### src/hdl/cfd_pkg.sv
// shared types, constants and hash step for the checked frame deframer
`default_nettype none
package cfd_pkg;
    localparam logic [63:0] FNV_BASIS = 64'hcbf29ce484222325;

    localparam logic [4:0] POS_MAGIC   = 5'd3;
    localparam logic [4:0] POS_VERSION = 5'd4;
    localparam logic [4:0] POS_TYPE    = 5'd5;
    localparam logic [4:0] POS_FLAGS   = 5'd7;
    localparam logic [4:0] POS_LENGTH  = 5'd11;
    localparam logic [4:0] POS_DIGEST  = 5'd12;
    localparam logic [4:0] POS_LAST    = 5'd19;

    localparam logic [2:0] ST_OK      = 3'd0;
    localparam logic [2:0] ST_CORRUPT = 3'd1;
    localparam logic [2:0] ST_VERSION = 3'd2;
    localparam logic [2:0] ST_TYPE    = 3'd3;
    localparam logic [2:0] ST_SIZE    = 3'd4;

    localparam logic [2:0] REG_MAGIC   = 3'd0;
    localparam logic [2:0] REG_VERSION = 3'd1;
    localparam logic [2:0] REG_TYPE_LO = 3'd2;
    localparam logic [2:0] REG_TYPE_HI = 3'd3;
    localparam logic [2:0] REG_LIMIT   = 3'd4;

    typedef struct packed {
        logic        is_payload;
        logic [7:0]  data;
        logic [7:0]  kind;
        logic [31:0] length;
        logic        end_mark;
        logic        check_hash;
        logic [2:0]  status;
        logic [63:0] expected;
    } t_cmd;

    // fnv-1a 64 step, prime is 2^40 + 0x1b3
    function automatic logic [63:0] fnv_step(input logic [63:0] d, input logic [7:0] b);
        logic [63:0] x;
        x = d ^ {56'd0, b};
        return (x << 40) + (x << 8) + (x << 7) + (x << 5) + (x << 4) + (x << 1) + x;
    endfunction
endpackage
`default_nettype wire

### src/hdl/cfd_front.sv
// header parser and payload classifier with configuration registers
`default_nettype none
module cfd_front import cfd_pkg::*; (
    input  wire logic        i_clk,
    input  wire logic        i_rst_n,
    input  wire logic        i_cfg_we,
    input  wire logic [2:0]  i_cfg_index,
    input  wire logic [31:0] i_cfg_data,
    input  wire logic        i_accept,
    input  wire logic [7:0]  i_byte,
    output t_cmd             o_cmd,
    output logic             o_push
);
    logic [31:0] r_magic, r_limit;
    logic [7:0]  r_version, r_type_lo, r_type_hi;
    logic [4:0]  r_pos, n_pos;
    logic        r_in_pay, n_in_pay;
    logic [31:0] r_shift, n_shift, r_len, n_len, r_left, n_left;
    logic [7:0]  r_type, n_type;
    logic [63:0] r_exp, n_exp;
    logic        fail;
    logic [2:0]  fail_st;

    always_ff @(posedge i_clk) begin
        if (!i_rst_n) begin
            r_magic   <= '0;
            r_version <= '0;
            r_type_lo <= '0;
            r_type_hi <= 8'd7;
            r_limit   <= 32'd65536;
        end else if (i_cfg_we) begin
            unique case (i_cfg_index)
                REG_MAGIC:   r_magic   <= i_cfg_data;
                REG_VERSION: r_version <= i_cfg_data[7:0];
                REG_TYPE_LO: r_type_lo <= i_cfg_data[7:0];
                REG_TYPE_HI: r_type_hi <= i_cfg_data[7:0];
                REG_LIMIT:   r_limit   <= i_cfg_data;
                default: ;
            endcase
        end
    end

    always_comb begin
        n_pos    = r_pos;
        n_in_pay = r_in_pay;
        n_shift  = r_shift;
        n_len    = r_len;
        n_left   = r_left;
        n_type   = r_type;
        n_exp    = r_exp;
        fail     = 1'b0;
        fail_st  = ST_OK;
        o_push   = 1'b0;
        o_cmd    = '0;
        if (r_in_pay) begin
            n_left = r_left - 32'd1;
            o_push = 1'b1;
            o_cmd.is_payload = 1'b1;
            o_cmd.data       = i_byte;
            o_cmd.end_mark   = (n_left == 32'd0);
            o_cmd.check_hash = (n_left == 32'd0);
            if (n_left == 32'd0) begin
                n_in_pay = 1'b0;
                n_pos    = '0;
            end
        end else begin
            if (r_pos == 5'd0) begin
                n_type  = '0;
                n_len   = '0;
                n_shift = '0;
                n_exp   = '0;
            end
            n_shift = {i_byte, n_shift[31:8]};
            n_pos   = r_pos + 5'd1;
            case (r_pos)
                POS_MAGIC: begin
                    if (n_shift != r_magic) begin fail = 1'b1; fail_st = ST_CORRUPT; end
                end
                POS_VERSION: begin
                    if (i_byte != r_version) begin fail = 1'b1; fail_st = ST_VERSION; end
                end
                POS_TYPE: begin
                    n_type = i_byte;
                    if (i_byte < r_type_lo || i_byte > r_type_hi) begin
                        fail = 1'b1; fail_st = ST_TYPE;
                    end
                end
                POS_FLAGS: begin
                    if (n_shift[31:16] != 16'd0) begin fail = 1'b1; fail_st = ST_TYPE; end
                end
                POS_LENGTH: begin
                    n_len = n_shift;
                    if (n_shift > r_limit) begin fail = 1'b1; fail_st = ST_SIZE; end
                end
                default: ;
            endcase
            if (fail) begin
                n_pos          = '0;
                o_push         = 1'b1;
                o_cmd.end_mark = 1'b1;
                o_cmd.status   = fail_st;
            end else begin
                if (r_pos >= POS_DIGEST) n_exp = {i_byte, n_exp[63:8]};
                if (r_pos >= POS_LAST) begin
                    n_pos = '0;
                    if (n_len == 32'd0) begin
                        // empty payload: verdict against the basis
                        o_push           = 1'b1;
                        o_cmd.end_mark   = 1'b1;
                        o_cmd.check_hash = 1'b1;
                    end else begin
                        n_left   = n_len;
                        n_in_pay = 1'b1;
                    end
                end
            end
        end
        o_cmd.kind     = n_type;
        o_cmd.length   = n_len;
        o_cmd.expected = n_exp;
        if (!i_accept) o_push = 1'b0;
    end

    always_ff @(posedge i_clk) begin
        if (!i_rst_n) begin
            r_pos    <= '0;
            r_in_pay <= 1'b0;
            r_shift  <= '0;
            r_len    <= '0;
            r_left   <= '0;
            r_type   <= '0;
            r_exp    <= '0;
        end else if (i_accept) begin
            r_pos    <= n_pos;
            r_in_pay <= n_in_pay;
            r_shift  <= n_shift;
            r_len    <= n_len;
            r_left   <= n_left;
            r_type   <= n_type;
            r_exp    <= n_exp;
        end
    end
endmodule
`default_nettype wire

### src/hdl/cfd_queue.sv
// two-entry command queue between front and back
`default_nettype none
module cfd_queue import cfd_pkg::*; (
    input  wire logic i_clk,
    input  wire logic i_rst_n,
    input  wire logic i_push,
    input  t_cmd      i_cmd,
    output logic      o_full,
    output logic      o_valid,
    input  wire logic i_pop,
    output t_cmd      o_cmd
);
    t_cmd       r_mem [2];
    logic       r_wr, r_rd;
    logic [1:0] r_count;

    assign o_full  = (r_count == 2'd2);
    assign o_valid = (r_count != 2'd0);
    assign o_cmd   = r_mem[r_rd];

    always_ff @(posedge i_clk) begin
        if (i_push) r_mem[r_wr] <= i_cmd;
    end

    always_ff @(posedge i_clk) begin
        if (!i_rst_n) begin
            r_wr    <= 1'b0;
            r_rd    <= 1'b0;
            r_count <= '0;
        end else begin
            if (i_push) r_wr <= ~r_wr;
            if (i_pop)  r_rd <= ~r_rd;
            r_count <= r_count + {1'b0, i_push} - {1'b0, i_pop};
        end
    end
endmodule
`default_nettype wire

### src/hdl/cfd_back.sv
// running hash, verdict and output register
`default_nettype none
module cfd_back import cfd_pkg::*; (
    input  wire logic   i_clk,
    input  wire logic   i_rst_n,
    input  wire logic   i_valid,
    input  t_cmd        i_cmd,
    output logic        o_pop,
    input  wire logic   i_out_stall,
    output logic        o_out_valid,
    output logic        o_is_payload,
    output logic [7:0]  o_data_out,
    output logic [7:0]  o_frame_kind,
    output logic [31:0] o_frame_length,
    output logic        o_end_mark,
    output logic [2:0]  o_status
);
    logic [63:0] r_digest, n_digest, cmp;

    assign o_pop = i_valid && (!o_out_valid || !i_out_stall);
    assign n_digest = fnv_step(r_digest, i_cmd.data);
    assign cmp = i_cmd.is_payload ? n_digest : r_digest;

    always_ff @(posedge i_clk) begin
        if (!i_rst_n) begin
            r_digest    <= FNV_BASIS;
            o_out_valid <= 1'b0;
        end else begin
            if (o_pop) begin
                o_out_valid <= 1'b1;
                if (i_cmd.is_payload) r_digest <= i_cmd.end_mark ? FNV_BASIS : n_digest;
            end else if (!i_out_stall) begin
                o_out_valid <= 1'b0;
            end
        end
    end

    always_ff @(posedge i_clk) begin
        if (o_pop) begin
            o_is_payload   <= i_cmd.is_payload;
            o_data_out     <= i_cmd.data;
            o_frame_kind   <= i_cmd.kind;
            o_frame_length <= i_cmd.length;
            o_end_mark     <= i_cmd.end_mark;
            if (i_cmd.check_hash) o_status <= (cmp == i_cmd.expected) ? ST_OK : ST_CORRUPT;
            else                  o_status <= i_cmd.status;
        end
    end
endmodule
`default_nettype wire

### src/hdl/checked_frame_deframer.sv
// top level of the checked frame deframer
// channel | dir | handshake                   | payload
// in      | in  | i_in_valid / o_in_stall     | i_stream_byte
// out     | out | o_out_valid / i_out_stall   | is_payload, data_out, kind, length, end, status
// cfg     | in  | i_cfg_we                    | i_cfg_index, i_cfg_data
// one byte per cycle while o_in_stall is low; results pass the queue, then the output register
// header bytes give no result unless one fails or ends an empty frame; hashing is in the back part
// stall on the output fills the two-entry queue, then o_in_stall rises
// synchronous active-low reset clears parser state, queue and output valid
`default_nettype none
module checked_frame_deframer import cfd_pkg::*; (
    input  wire logic        i_clk,
    input  wire logic        i_rst_n,
    input  wire logic        i_cfg_we,
    input  wire logic [2:0]  i_cfg_index,
    input  wire logic [31:0] i_cfg_data,
    input  wire logic        i_in_valid,
    output logic             o_in_stall,
    input  wire logic [7:0]  i_stream_byte,
    output logic             o_out_valid,
    input  wire logic        i_out_stall,
    output logic             o_is_payload,
    output logic [7:0]       o_data_out,
    output logic [7:0]       o_frame_kind,
    output logic [31:0]      o_frame_length,
    output logic             o_end_mark,
    output logic [2:0]       o_status
);
    t_cmd f_cmd, q_cmd;
    logic f_push, q_full, q_valid, b_pop, accept;

    assign o_in_stall = q_full;
    assign accept     = i_in_valid && !q_full;

    cfd_front u_front (
        .i_clk, .i_rst_n, .i_cfg_we, .i_cfg_index, .i_cfg_data,
        .i_accept(accept), .i_byte(i_stream_byte), .o_cmd(f_cmd), .o_push(f_push)
    );

    cfd_queue u_queue (
        .i_clk, .i_rst_n, .i_push(f_push), .i_cmd(f_cmd), .o_full(q_full),
        .o_valid(q_valid), .i_pop(b_pop), .o_cmd(q_cmd)
    );

    cfd_back u_back (
        .i_clk, .i_rst_n, .i_valid(q_valid), .i_cmd(q_cmd), .o_pop(b_pop),
        .i_out_stall, .o_out_valid, .o_is_payload, .o_data_out, .o_frame_kind,
        .o_frame_length, .o_end_mark, .o_status
    );
endmodule
`default_nettype wire

### config.mk
export PLATFORM = sky130hd
export DESIGN_NAME = checked_frame_deframer
export DESIGN_NICKNAME = d
export VERILOG_FILES = /design/src/hdl/cfd_pkg.sv /design/src/hdl/cfd_front.sv /design/src/hdl/cfd_queue.sv /design/src/hdl/cfd_back.sv /design/src/hdl/checked_frame_deframer.sv
export SDC_FILE = /design/constraint.sdc
export NUM_CORES = 2
export LEC_CHECK = 0
export BUFFER_PORTS_ARGS = -buffer_cell sky130_fd_sc_hd__buf_2
export CORE_ASPECT_RATIO = 1.2
export CORE_MARGIN = 1.5
export CORE_UTILIZATION = 40
export CTS_BUF_LIST = sky130_fd_sc_hd__clkbuf_8
export DETAILED_ROUTE_END_ITERATION = 10
export PLACE_DENSITY = 0.63
export SYNTH_ARGS = -nofsm -noshare
export SYNTH_HDL_FRONTEND = slang
export SYNTH_SLANG_ARGS = --single-unit
### constraint.sdc
create_clock -name i_clk -period 22.9 [get_ports i_clk]
set_input_delay 4.58 -clock i_clk [delete_from_list [all_inputs] [get_ports i_clk]]
set_output_delay 4.58 -clock i_clk [all_outputs]
set_load 0.02 [all_outputs]
==> impl_results.html <==
<table>
<tr><th>Metric</th><th>Value</th></tr>
<tr><th colspan="2">Yosys</th></tr>
<tr><td>Post-synthesis average cell area</td><td>9.47 um2</td></tr>
<tr><td>Area of the mapped netlist</td><td>40800 um2</td></tr>
<tr><td>Register bit count reported by yosys</td><td>613</td></tr>
<tr><td>Post-synthesis compound-gate area fraction</td><td>16.3%</td></tr>
<tr><td>Instance count of the mapped netlist</td><td>4304</td></tr>
<tr><td>Post-Synth Simple-Gate Area</td><td>14.4%</td></tr>
<tr><td>Share of the synthesized netlist area taken by xor and xnor gates</td><td>4.68%</td></tr>
<tr><td>Most used DFF post-synth</td><td>dfxtp_1</td></tr>
<tr><td>EDFF count, synth</td><td>289</td></tr>
<tr><td>Part of the Yosys area used for sequential elements</td><td>37.2%</td></tr>
<tr><td>Post-synthesis async set-or-reset flop share</td><td>0%</td></tr>
<tr><td>Count of distinct cell types in the synthesized netlist</td><td>92</td></tr>
<tr><td>Yosys warns</td><td>0</td></tr>
<tr><td>Syn_nets</td><td>4752</td></tr>
<tr><td>Dominant combinational cell family by area after synthesis</td><td>adder cells</td></tr>
<tr><td>Proportion of synthesized area in mux cells</td><td>4.37%</td></tr>
<tr><td>Synthesized-area fraction occupied by adder cells</td><td>16.8%</td></tr>
<tr><th colspan="2">Finish</th></tr>
<tr><td>Count of fill cells added during filler insertion</td><td>9872</td></tr>
<tr><td>Final instance count without filler cells</td><td>5791</td></tr>
<tr><td>Nets</td><td>4781</td></tr>
<tr><td>Sequential standard cell area</td><td>15200 um2</td></tr>
<tr><td>Area growth from synthesis to layout</td><td>9.78%</td></tr>
<tr><td>Multi-input gate area in the final layout</td><td>23200 um2</td></tr>
<tr><td>Share of post-route cells with drive strength above 1</td><td>9.70%</td></tr>
<tr><th colspan="2">Floorplan</th></tr>
<tr><td># rows</td><td>128</td></tr>
<tr><td>Initial cell density of the core</td><td>40.3%</td></tr>
<tr><td>CORE AREA</td><td>101000 um2</td></tr>
<tr><td>Die Area</td><td>104000 um2</td></tr>
<tr><td>Height of the die</td><td>353 um</td></tr>
<tr><td>Horizontal extent of the die</td><td>294 um</td></tr>
<tr><td>Number of ports placed on the die boundary</td><td>103</td></tr>
<tr><th colspan="2">Route</th></tr>
<tr><td>1st-pass router iterations</td><td>8</td></tr>
<tr><td>Initial detailed-routing violation count</td><td>2631</td></tr>
<tr><td>Vias per std cell</td><td>5.63</td></tr>
<tr><td>DRT Wirelength</td><td>134000 um</td></tr>
<tr><td>Post-detailed-route count of antenna-violating nets</td><td>0</td></tr>
<tr><td>Total via count in the routed design</td><td>32632</td></tr>
<tr><td>Per-cell routed wire length</td><td>23.1 um</td></tr>
<tr><td>Remaining DRCs</td><td>0</td></tr>
<tr><th colspan="2">Setup path</th></tr>
<tr><td>Most common cell on crit path</td><td>ha_1</td></tr>
<tr><td>Critical path startpoint category</td><td>register</td></tr>
<tr><td>Worst reg2reg endpoint</td><td>u_back.o_status[0]</td></tr>
<tr><td>Biggest fanout along the worst timing path</td><td>51</td></tr>
<tr><td>Delay of the slowest critical-path stage</td><td>850 ps</td></tr>
<tr><td>Critical Path Slowest Stage Cell</td><td>dfxtp_4</td></tr>
<tr><td>Register-to-register path setup slack</td><td>13960 ps</td></tr>
<tr><td>Length in cells of the worst reg-to-reg path</td><td>27</td></tr>
<tr><td>Kind of end point of the critical path</td><td>register</td></tr>
<tr><td>Buffer and inverter count on the worst path</td><td>5</td></tr>
<tr><td>Worst setup path class</td><td>register to register</td></tr>
<tr><td>Worst path depth</td><td>27</td></tr>
<tr><td>Dominant delay contributor by cell family on the critical path</td><td>simple AND/OR/NAND/NOR gates</td></tr>
<tr><td>Critical path data required time</td><td>23360 ps</td></tr>
<tr><td>CP Data Arrival Time</td><td>9400 ps</td></tr>
<tr><td>Crit path to</td><td>u_back.o_status[0]</td></tr>
<tr><th colspan="2">STA</th></tr>
<tr><td>Remaining max-slew budget at the tightest pin</td><td>4.09%</td></tr>
<tr><td>Max Transition Viols Final</td><td>0</td></tr>
<tr><td>Post-route setup TNS</td><td>0 ps</td></tr>
<tr><td>Unrepaired setup endpoints after global routing</td><td>no</td></tr>
<tr><td>Setup violators final</td><td>0</td></tr>
<tr><td>Period utilization</td><td>39.0%</td></tr>
<tr><td>Transition time of the tightest slew-check pin</td><td>1420 ps</td></tr>
<tr><td>Upper clock frequency limit</td><td>112 MHz</td></tr>
<tr><td>Shortest period the worst path allows</td><td>8940 ps</td></tr>
<tr><td>Largest clock skew in the final design</td><td>56.1 ps</td></tr>
<tr><td>Count of endpoints failing hold in the final timing report</td><td>0</td></tr>
<tr><th colspan="2">Job</th></tr>
<tr><td>Max_cap viols</td><td>0</td></tr>
<tr><th colspan="2">GRT</th></tr>
<tr><td>Largest net degree at the start of global routing</td><td>106</td></tr>
<tr><td>Vias in the first global route</td><td>32152</td></tr>
<tr><td>First-pass GRT wire length</td><td>201000 um</td></tr>
<tr><td>Overall Global Routing Usage</td><td>25.7%</td></tr>
<tr><td>Initial antenna violation count</td><td>2</td></tr>
<tr><td>Congestion Overflow GR</td><td>0</td></tr>
<tr><th colspan="2">CTS</th></tr>
<tr><td>Clock net sink count</td><td>613</td></tr>
<tr><td>Clock latency of the later-clocked register in the worst-skew pair</td><td>760 ps</td></tr>
<tr><td>Hold buffers post-CTS</td><td>0</td></tr>
<tr><td>Resized Gates After CTS</td><td>0</td></tr>
<tr><td>H-tree levels</td><td>3</td></tr>
<tr><td>Clock slew seen by the registers of the worst setup and hold paths</td><td>60 ps</td></tr>
<tr><td>Num CTS Buffers</td><td>104</td></tr>
<tr><td>CTS tree</td><td>done</td></tr>
<tr><td>Buffer count from post-CTS setup fixing</td><td>0</td></tr>
<tr><td>Buffer levels on the longest clock path</td><td>3</td></tr>
<tr><td>Clock Tree Root</td><td>clkbuf_8</td></tr>
<tr><th colspan="2">Placed design</th></tr>
<tr><td>HPWL Detailed</td><td>99800 um</td></tr>
<tr><td>Number of placed instances with taps included</td><td>5592</td></tr>
<tr><td>Global placer's final weighted congestion</td><td>1.01</td></tr>
<tr><td>Count of buffers from port buffering</td><td>102</td></tr>
<tr><th colspan="2">Outcome</th></tr>
<tr><td>Result of the run</td><td>completed</td></tr>
<tr><th colspan="2">Worst hold path</th></tr>
<tr><td>Hold Path Class</td><td>register to register</td></tr>
</table>
==> worst min path at each step <==
stage,cells past startpoint,to,start
6_report,2,u_front.r_limit[6],u_front.r_limit[6]
5_1_grt,2,u_front.r_limit[15],u_front.r_limit[15]
3_5_place_dp,2,u_front.r_limit[30],u_front.r_limit[30]
3_3_place_gp,2,u_front.r_type[3],u_front.r_type[3]
2_1_floorplan,0,u_queue.r_mem[0][117],u_front.r_in_pay
4_1_cts,2,u_front.r_limit[30],u_front.r_limit[30]
==> layer usage <==
metal | routed length, um | GRT usage, % | vias to the layer above
met4 | 9470 | 16.4 | 2
li1 | - | - | 15174
met5 | 13 | 0 | -
met1 | 52500 | 31.3 | 16041
met2 | 64500 | 42.8 | 1116
met3 | 7170 | 3.14 | 299
==> per-stage QoR <==
stage               util (%)  hold slack, ps  setup WS (ps)  cell area [um2]
detailed placement      42.1             449          13460            42600
finish                  44.2             455          13960            44700
global route            44.2             469          13520            44700
global placement        42.1             442          13480            42600
floorplan                  -             424          11030            40800
CTS                     44.2             457          14060            44700
==> logic make-up (layout without fill, tap and decap cells) <==
logic type      Yosys count  count (layout)
other cells               0               3
flops                   613             613
fa+ha+maj               406             406
buf+inv                 657             776
simple gates           1241            1241
xor+xnor                216             216
compound gates         1003            1003
mux                     168             168
==> tightest hold or removal path, stage by stage (launching register included) <==
cell and delay (ps):
dfxtp_1 310, nand2_1 50, a21oi_1 50
==> state kept, by name (all words and copies together), names as in the netlist, named ones only <==
register / flops
u_queue.r_count: 2
u_back.o_out_valid: 1
u_back.o_data_out: 8
u_front.r_type_lo: 8
u_front.r_version: 8
u_back.o_frame_length: 32
u_queue.r_wr: 1
u_front.r_limit: 32
u_back.o_is_payload: 1
u_front.r_exp: 64
u_back.o_end_mark: 1
u_front.r_shift: 24
u_front.r_in_pay: 1
u_front.r_type: 8
u_front.r_pos: 5
u_back.o_frame_kind: 8
u_front.r_magic: 32
u_front.r_len: 32
u_queue.r_mem: 236
u_front.r_left: 32
u_back.r_digest: 64
u_queue.r_rd: 1
u_back.o_status: 3
u_front.r_type_hi: 8
==> cell type report <==
type / instances / area share (%)
Multi-Input combinational cell: 3034 / 51.8
Sequential cell: 613 / 33.9
Tap cell: 1365 / 3.82
Inverter: 424 / 3.57
Clock buffer: 114 / 3.51
Timing Repair Buffer: 156 / 2.05
Clock inverter: 82 / 1.33
Antenna cell: 3 / 0.0168
==> placed cells by master (no fill, tap or decap), drive strengths merged, types with 31 or more instances in the layout <==
master  synthesis  layout
a21o           45      45
fa            240     240
nor4           39      39
a22o           84      84
nand4          56      56
o22ai          47      47
nor2          300     300
xor2           66      66
inv           423     461
xnor2         149     149
clkbuf        173     114
a22oi         124     124
nor2b          57      57
nand3          54      54
buf            60     156
mux2           69      69
edfxtp        289     289
o21ai         135     135
a21oi         312     312
dfxtp         324     324
and2           44      44
ha            160     160
nand2         488     488
mux2i          98      98
nor3           75      75
a211oi         31      31
==> cell usage after synthesis, types with 19 or more instances <==
library cell | count | area share (%)
nand2_1 | 488 | 4.5
nand4_1 | 55 | 0.84
nor2_1 | 300 | 2.8
a21o_1 | 45 | 0.83
o21ai_0 | 130 | 1.6
mux2_2 | 69 | 1.9
a22oi_1 | 124 | 2.3
mux2i_1 | 98 | 2.4
nand3_1 | 53 | 0.65
o21a_1 | 28 | 0.52
xnor2_1 | 149 | 3.2
a31oi_1 | 23 | 0.35
ha_1 | 160 | 4.9
and2_1 | 43 | 0.66
or3_1 | 20 | 0.31
clkbuf_1 | 173 | 1.6
a21oi_1 | 311 | 3.8
nor2b_1 | 57 | 0.87
nor4_1 | 37 | 0.57
dfxtp_1 | 324 | 16
a22o_1 | 84 | 1.8
fa_1 | 240 | 12
inv_1 | 423 | 3.9
buf_2 | 42 | 0.52
xor2_1 | 66 | 1.4
edfxtp_1 | 289 | 21
a211oi_1 | 30 | 0.55
nand2b_1 | 23 | 0.35
nor3_1 | 73 | 0.90
o31ai_1 | 19 | 0.35
o22ai_1 | 47 | 0.72
Power is left out: the tool's default activity adds up to more than one toggle a clock period on the data nets, which glitch-free logic cannot reach.
